<file path="config.mk">
export PLATFORM = sky130hd
export DESIGN_NAME = daisy_chain_frame_relay
export DESIGN_NICKNAME = d
export VERILOG_FILES = /design/src/hdl/dcfr_pkg.sv /design/src/hdl/dcfr_datapath.sv /design/src/hdl/dcfr_ctrl.sv /design/src/hdl/daisy_chain_frame_relay.sv
export SDC_FILE = /design/constraint.sdc
export NUM_CORES = 1
export LEC_CHECK = 0
export BUFFER_PORTS_ARGS = -buffer_cell sky130_fd_sc_hd__buf_4
export CORE_ASPECT_RATIO = 1.25
export CORE_MARGIN = 5
export CORE_UTILIZATION = 35
export CTS_CLUSTER_DIAMETER = 30
export DETAILED_ROUTE_END_ITERATION = 10
export PLACE_DENSITY_LB_ADDON = 0.1
export SETUP_SLACK_MARGIN = 0.5
export SYNTH_ARGS = -nofsm -noshare
export SYNTH_HDL_FRONTEND = slang
export SYNTH_SLANG_ARGS = --single-unit
</file>
<file path="constraint.sdc">
create_clock -name clock -period 3.76 [get_ports clock]
set_clock_uncertainty 0.15 [all_clocks]
set_input_delay 1.128 -clock clock [delete_from_list [all_inputs] [get_ports clock]]
set_output_delay 1.128 -clock clock [all_outputs]
set_load 0.05 [all_outputs]
</file>
<file path="src/hdl/dcfr_pkg.sv">
// Shared types, codes and helpers of the daisy-chain frame relay.
`timescale 1ns / 1ps

package dcfr_pkg;

   localparam int FRAME_MAX_DEFAULT = 32;

   localparam logic [7:0] TERM_BYTE       = 8'hff;
   localparam logic [7:0] SUM_SUBSTITUTE  = 8'hfe;
   localparam logic [7:0] PING_BYTE       = 8'h05;
   localparam logic [7:0] WARN_LEAD       = 8'd10;
   localparam logic [7:0] TIMEOUT_RESET   = 8'd100;

   localparam logic [7:0] CMD_VOLT  = 8'd1;
   localparam logic [7:0] CMD_SHUNT = 8'd2;
   localparam logic [7:0] CMD_TEMP  = 8'd3;
   localparam logic [7:0] CMD_HOP   = 8'd4;
   localparam logic [7:0] CMD_PING  = 8'd5;

   typedef enum logic [2:0] {
      SEL_CMD,
      SEL_SECOND,
      SEL_MEM,
      SEL_SUM,
      SEL_TERM,
      SEL_PING
   } sel_type;

   typedef struct packed {
      logic    capture;
      logic    step;
      logic    fetch;
      logic    fire;
      sel_type sel;
   } dp_cmd_type;

   typedef struct packed {
      logic warn;
      logic relay;
      logic has_second;
      logic cmd_hop;
      logic cmd_ping;
      logic loop_done;
   } dp_status_type;

   function automatic logic [7:0] fix_sum(input logic [7:0] s);
      fix_sum = (s == 8'h00 || s == TERM_BYTE) ? SUM_SUBSTITUTE : s;
   endfunction

endpackage

</file>
<file path="src/hdl/dcfr_datapath.sv">
// Datapath of the frame relay: frame store, counters, checksum and output selection.
`timescale 1ns / 1ps

module dcfr_datapath #(
   parameter int FRAME_MAX = dcfr_pkg::FRAME_MAX_DEFAULT
) (
   input  logic                   clock,
   input  logic                   reset,
   input  logic                   csr_write_en,
   input  logic [7:0]             csr_write_data,
   input  logic                   req_type,
   input  logic [7:0]             req_rx_byte,
   input  logic [7:0]             req_volt_value,
   input  logic [7:0]             req_temp_value,
   input  dcfr_pkg::dp_cmd_type   cmd,
   output dcfr_pkg::dp_status_type status,
   output logic [7:0]             rsp_tx_byte,
   output logic                   rsp_last_byte,
   output logic                   rsp_shunt_on
);

   localparam int AW = (FRAME_MAX > 1) ? $clog2(FRAME_MAX) : 1;
   localparam int CW = $clog2(FRAME_MAX + 1);

   logic [7:0] mem [FRAME_MAX];

   logic          type_ff;
   logic [7:0]    byte_ff;
   logic [7:0]    volt_ff;
   logic [7:0]    temp_ff;
   logic [7:0]    rd_ff;

   logic [7:0]    timeout_ff, timeout_in;
   logic [7:0]    tick_ff, tick_in;
   logic          in_frame_ff, in_frame_in;
   logic [CW-1:0] count_ff, count_in;
   logic [7:0]    sum_ff, sum_in;
   logic          shunt_ff, shunt_in;
   logic [7:0]    cmd_ff, cmd_in;
   logic [7:0]    second_ff, second_in;
   logic [7:0]    last_ff, last_in;
   logic [CW-1:0] lim_ff, lim_in;
   logic [CW-1:0] k_ff, k_in;
   logic [7:0]    crc_ff, crc_in;

   logic [7:0]    tick_next;
   logic          warn_hit, tmo_hit, is_byte, start, abort_idle, data_byte;
   logic          overflow, store, term, frame_ok, end_rx, relay;
   logic [7:0]    check_byte, ref_sum, second_byte;

   always_comb begin
      tick_next  = tick_ff + 8'd1;
      warn_hit   = type_ff && (tick_next == timeout_ff - dcfr_pkg::WARN_LEAD);
      tmo_hit    = type_ff && (tick_next == timeout_ff);
      is_byte    = !type_ff && (byte_ff != 8'h00);
      start      = is_byte && !in_frame_ff && (byte_ff >= dcfr_pkg::CMD_VOLT)
                   && (byte_ff <= dcfr_pkg::CMD_PING);
      abort_idle = is_byte && !in_frame_ff && !start;
      data_byte  = is_byte && in_frame_ff && (byte_ff != dcfr_pkg::TERM_BYTE);
      overflow   = data_byte && (count_ff >= CW'(FRAME_MAX));
      store      = data_byte && !overflow;
      term       = is_byte && in_frame_ff && (byte_ff == dcfr_pkg::TERM_BYTE);
      check_byte = (count_ff == CW'(1)) ? cmd_ff : last_ff;
      ref_sum    = dcfr_pkg::fix_sum(sum_ff - check_byte);
      frame_ok   = term && (ref_sum == check_byte);
      end_rx     = abort_idle || overflow || term || tmo_hit;
      relay      = frame_ok || tmo_hit;
   end

   always_comb begin
      timeout_in  = timeout_ff;
      tick_in     = tick_ff;
      in_frame_in = in_frame_ff;
      count_in    = count_ff;
      sum_in      = sum_ff;
      shunt_in    = shunt_ff;
      cmd_in      = cmd_ff;
      second_in   = second_ff;
      last_in     = last_ff;
      lim_in      = lim_ff;
      k_in        = k_ff;
      crc_in      = crc_ff;

      if (csr_write_en) begin
         timeout_in = csr_write_data;
      end

      if (cmd.step) begin
         crc_in = 8'h00;
         if (type_ff) begin
            tick_in = tmo_hit ? 8'h00 : tick_next;
            if (tmo_hit) begin
               cmd_in    = dcfr_pkg::CMD_HOP;
               second_in = 8'h00;
            end
         end else if (is_byte) begin
            tick_in = 8'h00;
         end
         if (start) begin
            cmd_in      = byte_ff;
            count_in    = CW'(1);
            sum_in      = byte_ff;
            in_frame_in = 1'b1;
         end
         if (store) begin
            count_in = count_ff + CW'(1);
            sum_in   = sum_ff + byte_ff;
            last_in  = byte_ff;
            if (count_ff == CW'(1)) begin
               second_in = byte_ff;
            end
         end
         if (frame_ok) begin
            lim_in = count_ff - CW'(1);
         end
         if (relay) begin
            k_in = (cmd_ff == dcfr_pkg::CMD_SHUNT) ? CW'(2) : CW'(1);
         end
         if (frame_ok && cmd_ff == dcfr_pkg::CMD_SHUNT && count_ff >= CW'(3)) begin
            shunt_in = (second_ff == 8'h01);
         end
         if (end_rx) begin
            in_frame_in = 1'b0;
            count_in    = '0;
            sum_in      = 8'h00;
            if (tmo_hit || cmd_ff == dcfr_pkg::CMD_HOP) begin
               shunt_in = 1'b0;
            end
         end
      end

      if (cmd.fire) begin
         if (cmd.sel == dcfr_pkg::SEL_CMD || cmd.sel == dcfr_pkg::SEL_SECOND
             || cmd.sel == dcfr_pkg::SEL_MEM) begin
            crc_in = crc_ff + rsp_tx_byte;
         end
         if (cmd.sel == dcfr_pkg::SEL_MEM) begin
            k_in = k_ff + CW'(1);
         end
      end
   end

   always_ff @(posedge clock) begin
      if (reset) begin
         timeout_ff  <= dcfr_pkg::TIMEOUT_RESET;
         tick_ff     <= 8'h00;
         in_frame_ff <= 1'b0;
         count_ff    <= '0;
         sum_ff      <= 8'h00;
         shunt_ff    <= 1'b0;
         cmd_ff      <= 8'h00;
      end else begin
         timeout_ff  <= timeout_in;
         tick_ff     <= tick_in;
         in_frame_ff <= in_frame_in;
         count_ff    <= count_in;
         sum_ff      <= sum_in;
         shunt_ff    <= shunt_in;
         cmd_ff      <= cmd_in;
      end
   end

   always_ff @(posedge clock) begin
      second_ff <= second_in;
      last_ff   <= last_in;
      lim_ff    <= lim_in;
      k_ff      <= k_in;
      crc_ff    <= crc_in;
      if (cmd.capture) begin
         type_ff <= req_type;
         byte_ff <= req_rx_byte;
         volt_ff <= req_volt_value;
         temp_ff <= req_temp_value;
      end
   end

   always_ff @(posedge clock) begin
      if (cmd.step && store) begin
         mem[count_ff[AW-1:0]] <= byte_ff;
      end
      if (cmd.fetch) begin
         rd_ff <= mem[k_ff[AW-1:0]];
      end
   end

   always_comb begin
      case (cmd_ff)
         dcfr_pkg::CMD_VOLT: second_byte = volt_ff;
         dcfr_pkg::CMD_TEMP: second_byte = temp_ff;
         dcfr_pkg::CMD_HOP:  second_byte = second_ff + 8'd1;
         default:            second_byte = dcfr_pkg::PING_BYTE;
      endcase
   end

   always_comb begin
      unique case (cmd.sel)
         dcfr_pkg::SEL_CMD:    rsp_tx_byte = cmd_ff;
         dcfr_pkg::SEL_SECOND: rsp_tx_byte = second_byte;
         dcfr_pkg::SEL_MEM:    rsp_tx_byte = rd_ff;
         dcfr_pkg::SEL_SUM:    rsp_tx_byte = dcfr_pkg::fix_sum(crc_ff);
         dcfr_pkg::SEL_TERM:   rsp_tx_byte = dcfr_pkg::TERM_BYTE;
         dcfr_pkg::SEL_PING:   rsp_tx_byte = dcfr_pkg::PING_BYTE;
         default:              rsp_tx_byte = dcfr_pkg::TERM_BYTE;
      endcase
   end

   assign rsp_last_byte = (cmd.sel == dcfr_pkg::SEL_TERM);
   assign rsp_shunt_on  = shunt_ff;

   assign status.warn       = warn_hit;
   assign status.relay      = relay;
   assign status.has_second = (cmd_ff != dcfr_pkg::CMD_SHUNT);
   assign status.cmd_hop    = (cmd_ff == dcfr_pkg::CMD_HOP);
   assign status.cmd_ping   = (cmd_ff == dcfr_pkg::CMD_PING);
   assign status.loop_done  = (k_ff >= lim_ff);

endmodule

</file>
<file path="src/hdl/dcfr_ctrl.sv">
// Controller of the frame relay: sequences each step and the bytes it sends.
`timescale 1ns / 1ps

module dcfr_ctrl (
   input  logic                    clock,
   input  logic                    reset,
   input  logic                    req_valid,
   output logic                    req_ready,
   output logic                    rsp_valid,
   input  logic                    rsp_ready,
   input  dcfr_pkg::dp_status_type status,
   output dcfr_pkg::dp_cmd_type    cmd
);

   typedef enum logic [9:0] {
      ST_IDLE   = 10'b00_0000_0001,
      ST_DECIDE = 10'b00_0000_0010,
      ST_CMD    = 10'b00_0000_0100,
      ST_SECOND = 10'b00_0000_1000,
      ST_LOOP   = 10'b00_0001_0000,
      ST_DATA   = 10'b00_0010_0000,
      ST_SUM    = 10'b00_0100_0000,
      ST_TERM   = 10'b00_1000_0000,
      ST_WARN1  = 10'b01_0000_0000,
      ST_WARN2  = 10'b10_0000_0000
   } state_type;

   state_type state_ff, state_in;

   always_comb begin
      state_in    = state_ff;
      req_ready   = 1'b0;
      rsp_valid   = 1'b0;
      cmd.capture = 1'b0;
      cmd.step    = 1'b0;
      cmd.fetch   = 1'b0;
      cmd.fire    = 1'b0;
      cmd.sel     = dcfr_pkg::SEL_CMD;

      unique case (state_ff)
         ST_IDLE: begin
            req_ready   = 1'b1;
            cmd.capture = req_valid;
            if (req_valid) begin
               state_in = ST_DECIDE;
            end
         end
         ST_DECIDE: begin
            cmd.step = 1'b1;
            if (status.warn) begin
               state_in = ST_WARN1;
            end else if (status.relay) begin
               state_in = ST_CMD;
            end else begin
               state_in = ST_IDLE;
            end
         end
         ST_CMD: begin
            rsp_valid = 1'b1;
            cmd.sel   = dcfr_pkg::SEL_CMD;
            cmd.fire  = rsp_ready;
            if (rsp_ready) begin
               state_in = status.has_second ? ST_SECOND : ST_LOOP;
            end
         end
         ST_SECOND: begin
            rsp_valid = 1'b1;
            cmd.sel   = dcfr_pkg::SEL_SECOND;
            cmd.fire  = rsp_ready;
            if (rsp_ready) begin
               if (status.cmd_hop) begin
                  state_in = ST_SUM;
               end else if (status.cmd_ping) begin
                  state_in = ST_TERM;
               end else begin
                  state_in = ST_LOOP;
               end
            end
         end
         ST_LOOP: begin
            if (status.loop_done) begin
               state_in = ST_SUM;
            end else begin
               cmd.fetch = 1'b1;
               state_in  = ST_DATA;
            end
         end
         ST_DATA: begin
            rsp_valid = 1'b1;
            cmd.sel   = dcfr_pkg::SEL_MEM;
            cmd.fire  = rsp_ready;
            if (rsp_ready) begin
               state_in = ST_LOOP;
            end
         end
         ST_SUM: begin
            rsp_valid = 1'b1;
            cmd.sel   = dcfr_pkg::SEL_SUM;
            cmd.fire  = rsp_ready;
            if (rsp_ready) begin
               state_in = ST_TERM;
            end
         end
         ST_TERM: begin
            rsp_valid = 1'b1;
            cmd.sel   = dcfr_pkg::SEL_TERM;
            cmd.fire  = rsp_ready;
            if (rsp_ready) begin
               state_in = ST_IDLE;
            end
         end
         ST_WARN1: begin
            rsp_valid = 1'b1;
            cmd.sel   = dcfr_pkg::SEL_PING;
            cmd.fire  = rsp_ready;
            if (rsp_ready) begin
               state_in = ST_WARN2;
            end
         end
         ST_WARN2: begin
            rsp_valid = 1'b1;
            cmd.sel   = dcfr_pkg::SEL_PING;
            cmd.fire  = rsp_ready;
            if (rsp_ready) begin
               state_in = ST_TERM;
            end
         end
         default: begin
            state_in = ST_IDLE;
         end
      endcase
   end

   always_ff @(posedge clock) begin
      if (reset) begin
         state_ff <= ST_IDLE;
      end else begin
         state_ff <= state_in;
      end
   end

endmodule

</file>
<file path="src/hdl/daisy_chain_frame_relay.sv">
// Top level of the daisy-chain frame relay: controller and datapath.
`timescale 1ns / 1ps

//  Channel   Direction  Handshake              Payload
//  req_      in         req_valid/req_ready    req_type, req_rx_byte, req_volt_value,
//                                              req_temp_value
//  rsp_      out        rsp_valid/rsp_ready    rsp_tx_byte, rsp_last_byte, rsp_shunt_on
//  csr_      in         csr_write_en           csr_write_data (timeout in ticks)
//
//  One transaction is taken, then stepped in the following cycle; a step that sends
//  nothing goes straight back to idle. Each byte replayed from the frame store is
//  first fetched into a registered read (ST_LOOP) and then sent (ST_DATA). Each sent
//  byte waits while rsp_ready is low. The store is not cleared at reset.

module daisy_chain_frame_relay #(
   parameter int FRAME_MAX = dcfr_pkg::FRAME_MAX_DEFAULT
) (
   input  logic       clock,
   input  logic       reset,
   input  logic       csr_write_en,
   input  logic [7:0] csr_write_data,
   input  logic       req_valid,
   output logic       req_ready,
   input  logic       req_type,
   input  logic [7:0] req_rx_byte,
   input  logic [7:0] req_volt_value,
   input  logic [7:0] req_temp_value,
   output logic       rsp_valid,
   input  logic       rsp_ready,
   output logic [7:0] rsp_tx_byte,
   output logic       rsp_last_byte,
   output logic       rsp_shunt_on
);

   dcfr_pkg::dp_cmd_type    cmd;
   dcfr_pkg::dp_status_type status;

   dcfr_ctrl u_ctrl (
      .clock     (clock),
      .reset     (reset),
      .req_valid (req_valid),
      .req_ready (req_ready),
      .rsp_valid (rsp_valid),
      .rsp_ready (rsp_ready),
      .status    (status),
      .cmd       (cmd)
   );

   dcfr_datapath #(
      .FRAME_MAX (FRAME_MAX)
   ) u_datapath (
      .clock          (clock),
      .reset          (reset),
      .csr_write_en   (csr_write_en),
      .csr_write_data (csr_write_data),
      .req_type       (req_type),
      .req_rx_byte    (req_rx_byte),
      .req_volt_value (req_volt_value),
      .req_temp_value (req_temp_value),
      .cmd            (cmd),
      .status         (status),
      .rsp_tx_byte    (rsp_tx_byte),
      .rsp_last_byte  (rsp_last_byte),
      .rsp_shunt_on   (rsp_shunt_on)
   );

endmodule
</file>
# Word level (Yosys, flattened, before mapping)
# Memory sizes are Yosys's and may differ from the RTL's. A register that Yosys moved wholly into a read port is not among the register bits.
# Index checks and enable logic that the tools add are counted.
[totals]
input_bits = 38
mem_bits_rw = 256
out_inout_bits = 12
word_cells = 174
memories = 1
reg_bits = 111
[memory_table]
columns = ["name", "words", "word_bits", "read_ports", "rd_clocked_by_memory_dff", "wr", "line", "text"]
rows = [
  ["u_datapath.mem", 32, 8, 1, 1, 1, "dcfr_datapath.sv:25", "logic [7:0] mem [FRAME_MAX];"],
]
[classes]
n_addsub = 9
magnitude_cmp = 5
reduce_logical = 48
eq_ne = 37
muxes = 57
[ops]
columns = ["op", "count"]
rows = [
  ["$mux 8", 20],
  ["$pmux 10 s9", 1],
  ["$mux 10", 8],
  ["$mux 6", 7],
  ["$pmux 8 s5", 1],
  ["$eq 8x8->1", 3],
  ["$eq 8x8->1 const B", 3],
  ["$pmux 4 s6", 1],
  ["$pmux 8 s3", 1],
  ["$add 8x1->8 const B", 2],
  ["$add 8x8->8", 2],
  ["$eq 8x1->1 const B", 2],
  ["$eq 8x2->1 const B", 2],
  ["$eq 8x3->1 const B", 2],
  ["$logic_and 1x1->1", 16],
  ["$logic_not 8->1", 2],
  ["$mux 1", 13],
  ["$add 6x1->6 const B", 2],
  ["$ne 2x2->1 const B", 6],
  ["$eq 10x1->1 const B", 1],
  ["$eq 10x10->1 const B", 1],
  ["$eq 10x2->1 const B", 1],
  ["$eq 10x3->1 const B", 1],
  ["$eq 10x4->1 const B", 1],
  ["other kinds (36)", 57],
]

# Depth between registers and ports, before layout
# Gate-level depths: netlist of the first run.
[logic_depth]
ltp_word = 13
depth_mapped = 18
mapped_depth_nobuf = 17

# Cells and area by module
# Synthesis of the first run repeated with hierarchy kept, for this count alone.
[hier_totals]
cells_unflattened = 1244
area_unflattened_um2 = 17453.0
[modules_own_cells]
columns = ["mod", "seq_area_each_um2", "area_per_inst_um2", "n_inst", "cells_per_inst"]
rows = [
  ["dcfr_datapath", 10420.0, 16538.4, 1, 1138],
  ["dcfr_ctrl", 200.2, 914.6, 1, 106],
]

# Worst setup path after synthesis of the first run
# Ideal clock, no wire load.
[synth_timing]
path_type = "flip-flop to flip-flop"
from = "register u_ctrl.state_ff[3]"
to = "register u_datapath.crc_ff[7]"
setup_slack_ns = -1.129
arrival_ns = 4.617
setup_time_ns = 0.122
required_time_ns = 3.488
path_buffers = 0
period_less_slack_ns = 4.889
stages_incl_launch_ff = 16
cell_sequence = "dfxtp_1 > nor4_1 > nand3_1 > nor3b_1 > a211o_1 > a221o_1 > ha_1 > a21o_1 > a21oi_1 > o21bai_1 > a21oi_1 > o21bai_1 > a21oi_1 > xnor2_1 > nand3_1 > mux2i_1"
[synth_between]
elab_chain_len = 8
elab_cells_between_ends = 23
cone_classes = "add/sub (1); eq/ne (12); mux (6); reduce/logical (4)"
[synth_rtl]
columns = ["element", "line", "text"]
rows = [
  ["start: declaration", "dcfr_ctrl.sv:28", "state_type state_ff, state_in;"],
  ["start signal: assignment", "dcfr_ctrl.sv:138", "state_ff <= state_in;"],
  ["$eq 10x9->1 or $eq 10x10->1 (tied branches)", "dcfr_ctrl.sv:40", "unique case (state_ff)"],
  ["$reduce_or 2->1 (no line)", "n/a", ""],
  ["$pmux 4 s6 *", "dcfr_ctrl.sv:40", ""],
  ["$eq 3x3->1 (tied with other cells)", "dcfr_datapath.sv:196", "unique case (cmd.sel)"],
  ["$pmux 8 s5 *", "dcfr_datapath.sv:196", ""],
  ["net rsp_tx_byte[1]", "daisy_chain_frame_relay.sv:30", "output logic [7:0] rsp_tx_byte,"],
  ["$add 8x8->8 *", "dcfr_datapath.sv:135", "crc_in = crc_ff + rsp_tx_byte;"],
  ["$mux 8 *", "dcfr_datapath.sv:133", "if (cmd.sel == dcfr_pkg::SEL_CMD || cmd.sel == dcfr_pkg::SEL_SECOND"],
  ["$mux 8 *", "dcfr_datapath.sv:132", "if (cmd.fire) begin"],
  ["net u_datapath.crc_in[7]", "dcfr_datapath.sv:44", "logic [7:0] crc_ff, crc_in;"],
  ["end signal: assignment", "dcfr_datapath.sv:168", "crc_ff <= crc_in;"],
  ["end: declaration", "dcfr_datapath.sv:44", ""],
]
# Mark *: on every way through the listed nets, which the timed path passes. The rest lies on a longest branch.
# A chain may end at the register's enable or synchronous reset.

# Worst setup path in the final report of the first run
[layout_timing]
from = "register u_ctrl.state_ff[2]"
to = "output rsp_tx_byte[7]"
[layout_between]
elab_chain_len = 5
elab_cells_between_ends = 15
cone_classes = "eq/ne (11); mux (2); reduce/logical (2)"
[layout_rtl]
columns = ["element", "line"]
rows = [
  ["$eq 10x9->1 or $eq 10x10->1 (tied branches)", "dcfr_ctrl.sv:40"],
  ["$reduce_or 2->1 (no line)", "n/a"],
  ["$pmux 4 s6 *", "dcfr_ctrl.sv:40"],
  ["$eq 3x3->1 (tied with other cells)", "dcfr_datapath.sv:196"],
  ["$pmux 8 s5 *", "dcfr_datapath.sv:196"],
  ["end: declaration", "daisy_chain_frame_relay.sv:30"],
]
# Every way passes the cells marked *; elsewhere a longest branch is shown, timed or not.

==> results of run 1 <==
-- layout by cell type (no fill, tap or decap), types with 8 or more instances in the layout --
master / n
inv_1: 24
mux2i_1: 27
nor2_1: 72
a21o_1: 11
and3_1: 8
nand3b_1: 8
ha_1: 30
nor3_1: 25
buf_4: 123
clkbuf_1: 11
a21oi_1: 55
mux2_2: 8
dfxtp_2: 11
mux4_2: 80
bufinv_16: 14
clkinv_1: 18
nand2_1: 71
o22ai_1: 9
nand3_1: 31
nand2_4: 8
nand4_1: 13
xnor2_1: 18
clkinv_2: 9
o21ai_0: 34
xor2_1: 23
buf_6: 21
nor2_2: 25
a21oi_2: 9
edfxtp_1: 311
or3_1: 12
and2_1: 12
dfxtp_1: 51
o21ai_1: 12
clkbuf_16: 88
-- area by class of cell --
cell class              count  share of cell area (%)
clock buffers             103                    10.0
clock inverters            59                    3.36
inverters                  31                   0.523
multi-input cells         772                    30.4
flip-flops and latches    375                    46.3
well taps                 651                    3.55
repair buffers            155                    5.79
-- routing by layer --
metal | share of wire (%) | global-route usage, % | up-vias
met5 | 0 | 0 | -
met3 | 4.1 | 3.48 | 103
li1 | - | - | 5204
met1 | 41 | 20.7 | 5572
met2 | 51 | 29.7 | 226
met4 | 4.2 | 8.21 | 0
-- worst paths after layout --
check	start	to	slack [ps]	depth (start not counted)
setup / recovery	u_ctrl.state_ff[2]	rsp_tx_byte[7]	-140	9
hold / removal	u_datapath.k_ff[5]	u_datapath.k_ff[5]	350	2
setup reg to reg	u_datapath.count_ff[5]	u_datapath.lim_ff[1]	-90	15
hold reg to reg	u_datapath.k_ff[5]	u_datapath.k_ff[5]	350	2
-- critical path: cells and delay by family, from the launching register on --
kind                   cells  cell delay, ps
AO/OA/AOI/OAI              1              70
buffers and inverters      4             620
flip-flops                 1             350
AND/OR/NAND/NOR            4             960
-- metrics by stage --
step	TNS (ps)	cell area [um2]
floorplan	-476	17500
global route	-4480	23000
global placement	-427	19000
CTS	-734	22500
detailed placement	-831	19000
finish	-1450	23000
-- what timing repair did --
action | in CTS | in global routing
endpoints found under the hold margin | 0 | 0
gates cloned | 0 | 1
resized for setup | 81 | 80
setup buffers | 17 | 16
hold buffers | 0 | 0
endpoints found under the setup margin | 277 | 199
pin swaps | 44 | 34
-- power groups by stage --
stage / sequential [W] / clock, W / combinational (W)
floorplan: 0.00469 / 0 / 0.000160
global placement: 0.00467 / 0 / 0.000342
detailed placement: 0.00467 / 0 / 0.000352
CTS: 0.00460 / 0.00790 / 0.000364
global route: 0.00460 / 0.00815 / 0.000412
finish: 0.00460 / 0.00775 / 0.000374
-- cells by family (layout without fill, tap and decap cells) --
kind of cell / Yosys count / count (layout) / share of synthesized area (%)
AND/OR/NAND/NOR: 365 / 365 / 10.7
multiplexers: 121 / 121 / 13.0
AO/OA/AOI/OAI: 199 / 199 / 7.22
XOR/XNOR: 46 / 46 / 2.34
flip-flops: 375 / 375 / 61.6
buffers and inverters: 87 / 348 / 1.96
adder cells (fa/ha/maj): 41 / 41 / 3.11
==> flow_summary.toml, run 1 <==
[cells_and_area]
seq_area_um2 = 10600
nets = 1501
largest_reg_flops = 256
fillers = 4307
area_growth_pct = 33.3
final_cells = 2146
fin_util_pct = 46.8
multi_input_area_um2 = 6990
antenna_cells = 0
layout-drive-gt1-share_pct = 35.9

[route]
ant_nets = 0
routedWlPerCell_um = 21.7
vias = 11100
drc = 0
drt_iter0_drc = 587
avgViaCountPerCell = 5.17
drt_wl_total_um = 46500
first_pass_iters = 5

[synth]
yosys_warnings = 0
ys.flop_type = "edfxtp_1"
postSynthAreaPerCell_um2 = 14.0
synthCells = 1234
ys_ff_latch = 375
synth_common_cells = "edfxtp_1, nor2_1, nand2_1"
synth_area_leaders = "edfxtp_1, mux4_2, dfxtp_1"
syn_nets = 1313
synth_edf_count = 311
yosys.area.top_type_share_pct = 54.2
syn_area_um2 = 17200
post-synth-top-count-cell = "edfxtp_1"
yosysTopAreaCell = "edfxtp_1"
seq_area_frac_synth_pct = 61.6
async_flop_share_pct = 0
yosysUniqueCellTypes = 86

[critical_path]
crit_type = "flop to primary output"
cp_max_fo = 6
crit_top_cell = "buf_6"
cpPeakStageDelay_ps = 400
crit_chain = "nor4_4 > nand3_2 > buf_4 > buf_6 > nor3b_4 > buf_6 > a21oi_1 > nand4_1 > buf_6"
endpoint_kind = "primary output"
crit_arrival_ps = 2620
critPathRequiredTime_ps = 2480
critPathLaunchType = "flop"
cp_slowest_cell = "nor4_4"

[clock_tree]
tritoncts = "built"
cts_inserted_buffers = 87
clock_sink_count = 375
h-tree-depth = 3
clkTransAtPathRegs_ps = 40
ctsRootBufferMaster = "clkbuf_16"
clockBufferDepth = 3
clk_latency_ps = 620

[power]
seqPwrFrac_pct = 36.2
combPwrFrac_pct = 2.9
powerDensity_nw_per_um2 = 554
intPower_w = 0.0100
swShare_pct = 21.2
clkPwrFrac_pct = 60.9
irDropWorstVdd_mv = 0.332
p_switching_w = 0.00270
p_leak_nw = 8.07
p_total_w = 0.0127

[timing]
setup_viol = 20
drv_slew = 0
fin_crit_ps = 3900
hold_ws_ps = 348
fmax_mhz = 257
timing.slew.headroom_pct = 45.3
tightest_slew_ps = 817
rsz0062_at_grt = "true"
setup_ws_ps = -137
hold_viol = 0
post-route-period-util_pct = 104

[placement]
place_congestion = 0.796
dp_hpwl_um = 30700
place_inst = 1950
place_ws_ps = -95.9
port_buffers = 49

[job]
cap_viol_max_count = 0

[die]
start_util_pct = 35.1
fp.dieW_um = 208
fp.dieH_um = 258
io_pins = 50
core-area_um2 = 49100
die-area_um2 = 53800
num_rows = 91

[grt]
antenna_found_initial = 0
track_usage_pct = 17.2
grt_overflow_total = 0
grt_pass1_wl_um = 71100
grt_max_degree = 69
grt_pass1_vias = 11700

[hold_path]
hold_class = "flop to flop"

[run_status]
status = "finished, violations left"
violations = "negative setup slack"
Note: power is estimated with default switching activity, not from simulation.
==> run 2, diff against run 1 <==
--- a/config.mk
+++ b/config.mk
@@ -6,12 +6,14 @@
 export NUM_CORES = 1
 export LEC_CHECK = 0
 export BUFFER_PORTS_ARGS = -buffer_cell sky130_fd_sc_hd__buf_4
+export CAP_MARGIN = 15
 export CORE_ASPECT_RATIO = 1.25
 export CORE_MARGIN = 5
 export CORE_UTILIZATION = 35
 export CTS_CLUSTER_DIAMETER = 30
 export DETAILED_ROUTE_END_ITERATION = 10
 export PLACE_DENSITY_LB_ADDON = 0.1
+export REMOVE_ABC_BUFFERS = 1
 export SETUP_SLACK_MARGIN = 0.5
 export SYNTH_ARGS = -nofsm -noshare
 export SYNTH_HDL_FRONTEND = slang
==> flow_summary.toml, run 2 (same netlist as run 1, synthesis figures left out) <==
[run_status]
status = "finished, violations left"
violations = "negative setup slack"

[power]
intPower_w = 0.00991
clkPwrFrac_pct = 60.8
irDropWorstVdd_mv = 0.272
swShare_pct = 21.9
p_leak_nw = 8.23
seqPwrFrac_pct = 36.2
combPwrFrac_pct = 3.0
powerDensity_nw_per_um2 = 546
p_switching_w = 0.00278

[critical_path]
r2r_cells = 15
endpoint_kind = "flop"
crit_arrival_ps = 4300
cp_max_fo = 3
critPathTopFamily = "compound AO/OA/AOI/OAI gates"
critPathLaunchType = "flop"
cp_slowest_cell = "or3_4"
r2r_end = "u_ctrl.state_ff[0]"
crit_chain = "nor4_4 > nand2_4 > mux2_4 > ha_4 > fa_2 > nand2b_4 > a21oi_2 > xor2_1 > buf_4 > nand3_2 > or3_4 > o21a_1 > o211a_1 > o41a_1 > o21ai_2"
critPathRequiredTime_ps = 4160
rrSetupSlack_ps = -130
reg2reg_from = "u_datapath.count_ff[5]"
crit_type = "flop to flop"
cpPeakStageDelay_ps = 390
path_buf_inv = 1

[clock_tree]
clock_sink_count = 375
clkTransAtPathRegs_ps = 40
h-tree-depth = 3
holdBufCountCts = 0
clk_latency_ps = 620
clockBufferDepth = 3
cts_inserted_buffers = 90
ctsRootBufferMaster = "clkbuf_16"
tritoncts = "built"

[route]
vias = 11200
drc = 0
drt_iter0_drc = 616
first_pass_iters = 5
wl_met1_um = 18000
routedWlPerCell_um = 21.1
drt_wl_total_um = 46100
highest_layer = "met4"
ant_nets = 0
met2WireLength_um = 24600
avgViaCountPerCell = 5.15
met3_wirelength_um = 1770

[hold_path]
hold_end = "u_datapath.tick_ff[1]"
hold_depth = 2
hold_class = "flop to flop"
hold_start = "u_datapath.tick_ff[1]"

[die]
core-area_um2 = 49100
start_util_pct = 35.1
io_pins = 50
num_rows = 91
fp.dieW_um = 208
fp.dieH_um = 258
die-area_um2 = 53800

[timing]
setup_ws_ps = -134
tightest_slew_ps = 878
post-route-period-util_pct = 104
fmax_mhz = 257
fin_crit_ps = 3890
timing.slew.headroom_pct = 41.2
hold_ws_ps = 340
setup_viol = 21
tns_ps = -1080
drv_slew = 0
rsz0062_at_grt = "true"
hold_viol = 0

[placement]
dp_hpwl_um = 31000
place_congestion = 0.859
port_buffers = 49
place_ws_ps = -458

[cells_and_area]
fin_util_pct = 47.3
final_cell_mix = "edfxtp_1, buf_4, clkbuf_16"
area_growth_pct = 34.7
final_common_cell = "edfxtp_1"
antenna_cells = 0
largest_reg_flops = 256
layout-drive-gt1-share_pct = 35.9
nets = 1534

[job]
cap_viol_max_count = 0

[grt]
grt_max_degree = 65
antenna_found_initial = 1
grt_overflow_total = 0
grt_pass1_wl_um = 71400
grt_pass1_vias = 12300
track_usage_pct = 17.2
## run 2: how the worst max path moves through the flow
| stage | start | endpoint | slack (ps) | cells past startpoint |
|---|---|---|---|---|
| after floorplan | u_datapath.k_ff[0] | u_datapath.rd_ff[0] | -1580 | 9 |
| after global placement | u_datapath.count_ff[5] | u_ctrl.state_ff[0] | -350 | 15 |
| after detailed placement | u_datapath.count_ff[5] | u_ctrl.state_ff[0] | -460 | 15 |
| after CTS | u_datapath.count_ff[4] | u_ctrl.state_ff[0] | -170 | 15 |
| after global routing | u_datapath.count_ff[5] | u_ctrl.state_ff[0] | -350 | 15 |
| final | u_datapath.count_ff[5] | u_ctrl.state_ff[0] | -130 | 15 |
## run 2: worst min-delay path: cells and delay by family (launching register included)
family / cells / cell delay [ps]
flip-flops: 1 / 320
AO/OA/AOI/OAI: 1 / 50
AND/OR/NAND/NOR: 1 / 60
## run 2: final cells by class
| type | instances | area (um2) |
|---|---|---|
| multi-input combinational | 772 | 6930 |
| clock buffer | 104 | 2400 |
| clock inverter | 64 | 702 |
| timing repair buffer | 185 | 1610 |
| sequential | 375 | 10600 |
| fill | 4306 | 25900 |
| tap | 651 | 815 |
| inverter | 31 | 116 |
## run 2: routing by layer
metal	GRT usage (%)	up-vias
met5	0	-
li1	-	5254
met2	31.3	229
met1	19.3	5651
met4	7.76	0
met3	3.69	96
## run 2: per-stage QoR
step	cell area, um2	cells	total power [W]
after floorplan	17000	1178	0.00484
after global placement	18900	1966	0.00501
after detailed placement	18900	1966	0.00502
after CTS	22800	2171	0.0128
after global routing	23200	2182	0.0131
final	23200	2182	0.0127
## run 2: power by group through the flow
stage | Combinational, W | Sequential, W | Clock [W]
final | 0.000381 | 0.00460 | 0.00771
after global routing | 0.000421 | 0.00460 | 0.00811
after CTS | 0.000377 | 0.00460 | 0.00788
after detailed placement | 0.000350 | 0.00467 | 0
after global placement | 0.000343 | 0.00467 | 0
after floorplan | 0.000142 | 0.00470 | 0
## run 2: timing repair
action                                  CTS  global route
gates resized for setup                 130            67
hold endpoints to repair                  0             0
cloned                                    0             0
pin swaps                                49            46
buffers inserted                         37            11
endpoints found under the setup margin  277           287
==> run 3, diff against run 2 <==
--- a/config.mk
+++ b/config.mk
@@ -9,7 +9,7 @@
 export CAP_MARGIN = 15
 export CORE_ASPECT_RATIO = 1.25
 export CORE_MARGIN = 5
-export CORE_UTILIZATION = 35
+export CORE_UTILIZATION = 48
 export CTS_CLUSTER_DIAMETER = 30
 export DETAILED_ROUTE_END_ITERATION = 10
 export PLACE_DENSITY_LB_ADDON = 0.1
==> flow_summary.toml, run 3 (same netlist as run 1, synthesis figures left out) <==
[power]
p_leak_nw = 7.77
intPower_w = 0.00879
powerDensity_nw_per_um2 = 505
clkPwrFrac_pct = 55.5
combPwrFrac_pct = 3.4
irDropWorstVdd_mv = 0.479
swShare_pct = 21.3
seqPwrFrac_pct = 41.1
p_switching_w = 0.00238

[run_status]
violations = "negative setup slack"
status = "finished, violations left"

[clock_tree]
clock_sink_count = 375
tritoncts = "built"
ctsRootBufferMaster = "clkbuf_16"
cts_inserted_buffers = 71
clockBufferDepth = 3
clkTransAtPathRegs_ps = 50
h-tree-depth = 3
clk_latency_ps = 570

[route]
drt_iter0_drc = 638
first_pass_iters = 5
drc = 0
routedWlPerCell_um = 21.9
avgViaCountPerCell = 5.70
drt_wl_total_um = 42800
ant_nets = 0
vias = 11100

[die]
die-area_um2 = 39800
start_util_pct = 48.6
core-area_um2 = 35500
io_pins = 50
num_rows = 77
fp.dieW_um = 179
fp.dieH_um = 222

[hold_path]
hold_class = "flop to flop"
hold_depth = 2

[grt]
track_usage_pct = 21.1
grt_pass1_wl_um = 65800
grt_max_degree = 69
antenna_found_initial = 0
grt_pass1_vias = 11500
grt_overflow_total = 0

[cells_and_area]
multi_input_area_um2 = 6950
nets = 1501
antenna_cells = 0
seq_area_um2 = 10600
final_common_cell = "edfxtp_1"
stdcell_area_um2 = 22100
layout-drive-gt1-share_pct = 35.0
largest_reg_flops = 256
final_cell_mix = "edfxtp_1, buf_4, mux4_2"
area_growth_pct = 28.2
fillers = 2728

[job]
cap_viol_max_count = 0

[critical_path]
critPathLaunchType = "flop"
critPathRequiredTime_ps = 3930
r2r_cells = 16
endpoint_kind = "flop"
crit_type = "flop to flop"
cp_max_fo = 6
crit_arrival_ps = 4050
rrSetupSlack_ps = -130

[timing]
hold_viol = 0
tightest_slew_ps = 753
setup_ws_ps = -128
setup_viol = 17
fmax_mhz = 257
drv_slew = 0
fin_crit_ps = 3890
timing.slew.headroom_pct = 49.6
rsz0062_at_grt = "true"
hold_ws_ps = 345
post-route-period-util_pct = 103

[placement]
dp_hpwl_um = 28000
port_buffers = 49
place_congestion = 0.843
dpl-instance-area_um2 = 18600
run 3: cell count changes in the layout (fill, tap and decap cells not counted), sizes merged:
cell,before,now
inv,34,38
clkinv,41,20
buf,185,171
clkbuf,104,78
clkinvlp,11,12
run 3: per-layer routing:
metal  vias up  routed length [um]  global-route usage (%)
met5         -                   0                       0
met4         0                1370                    8.88
met3        76                1880                    3.84
met2       288               22900                    37.6
met1      5564               16700                    25.0
li1       5182                   -                       -
run 3: final cells by class:
class | instances | share of cell area (%)
clock inverters | 48 | 2.45
multi-input cells | 772 | 31.5
flip-flops and latches | 375 | 48.1
inverters | 31 | 0.544
well taps | 474 | 2.68
repair buffers | 171 | 6.57
clock buffers | 78 | 8.16
run 3: timing repair:
item	4_1_cts	5_1_grt
hold buffers	0	0
endpoints found under the setup margin	242	257
resized for setup	104	90
setup buffers	24	15
pin swaps	42	40
cloned	0	0
run 3: through the flow:
| step | total power, W | utilization [%] | std cells | setup TNS [ps] | setup WS, ps |
|---|---|---|---|---|---|
| after floorplan | 0.00484 | - | 1178 | -33380 | -1580 |
| after global placement | 0.00501 | 52.6 | 1784 | -3510 | -318 |
| after detailed placement | 0.00502 | 52.6 | 1784 | -4380 | -415 |
| after CTS | 0.0113 | 61.0 | 1934 | -1120 | -117 |
| after global routing | 0.0115 | 62.3 | 1949 | -4650 | -294 |
| final | 0.0112 | 62.3 | 1949 | -1700 | -128 |
run 3: path summary, 6_finish.rpt:
kind,from,endpoint
hold reg to reg,u_datapath.sum_ff[4],u_datapath.sum_ff[4]
setup / recovery,u_datapath.count_ff[5],u_datapath.lim_ff[3]
setup reg to reg,u_datapath.count_ff[5],u_datapath.lim_ff[3]
hold / removal,u_datapath.sum_ff[4],u_datapath.sum_ff[4]
run 3: worst max-delay path, cell delays in order, from the launching register on:
cell	delay, ps
dfxtp_2	330
nor4_4	350
nand2_4	90
mux2_2	310
ha_4	170
fa_2	390
nand2b_4	170
a21oi_2	140
xor2_1	200
buf_4	160
nand3_1	70
or3_4	350
o21a_1	200
buf_4	140
o211ai_1	200
nor2_1	70
buf_4	160
run 3: power by group through the flow:
stage          clock (W)  combinational, W  sequential, W
3_5_place_dp           0          0.000346        0.00467
6_report         0.00619          0.000380        0.00460
4_1_cts          0.00630          0.000366        0.00459
2_1_floorplan          0          0.000142        0.00470
5_1_grt          0.00652          0.000414        0.00459
3_3_place_gp           0          0.000335        0.00467
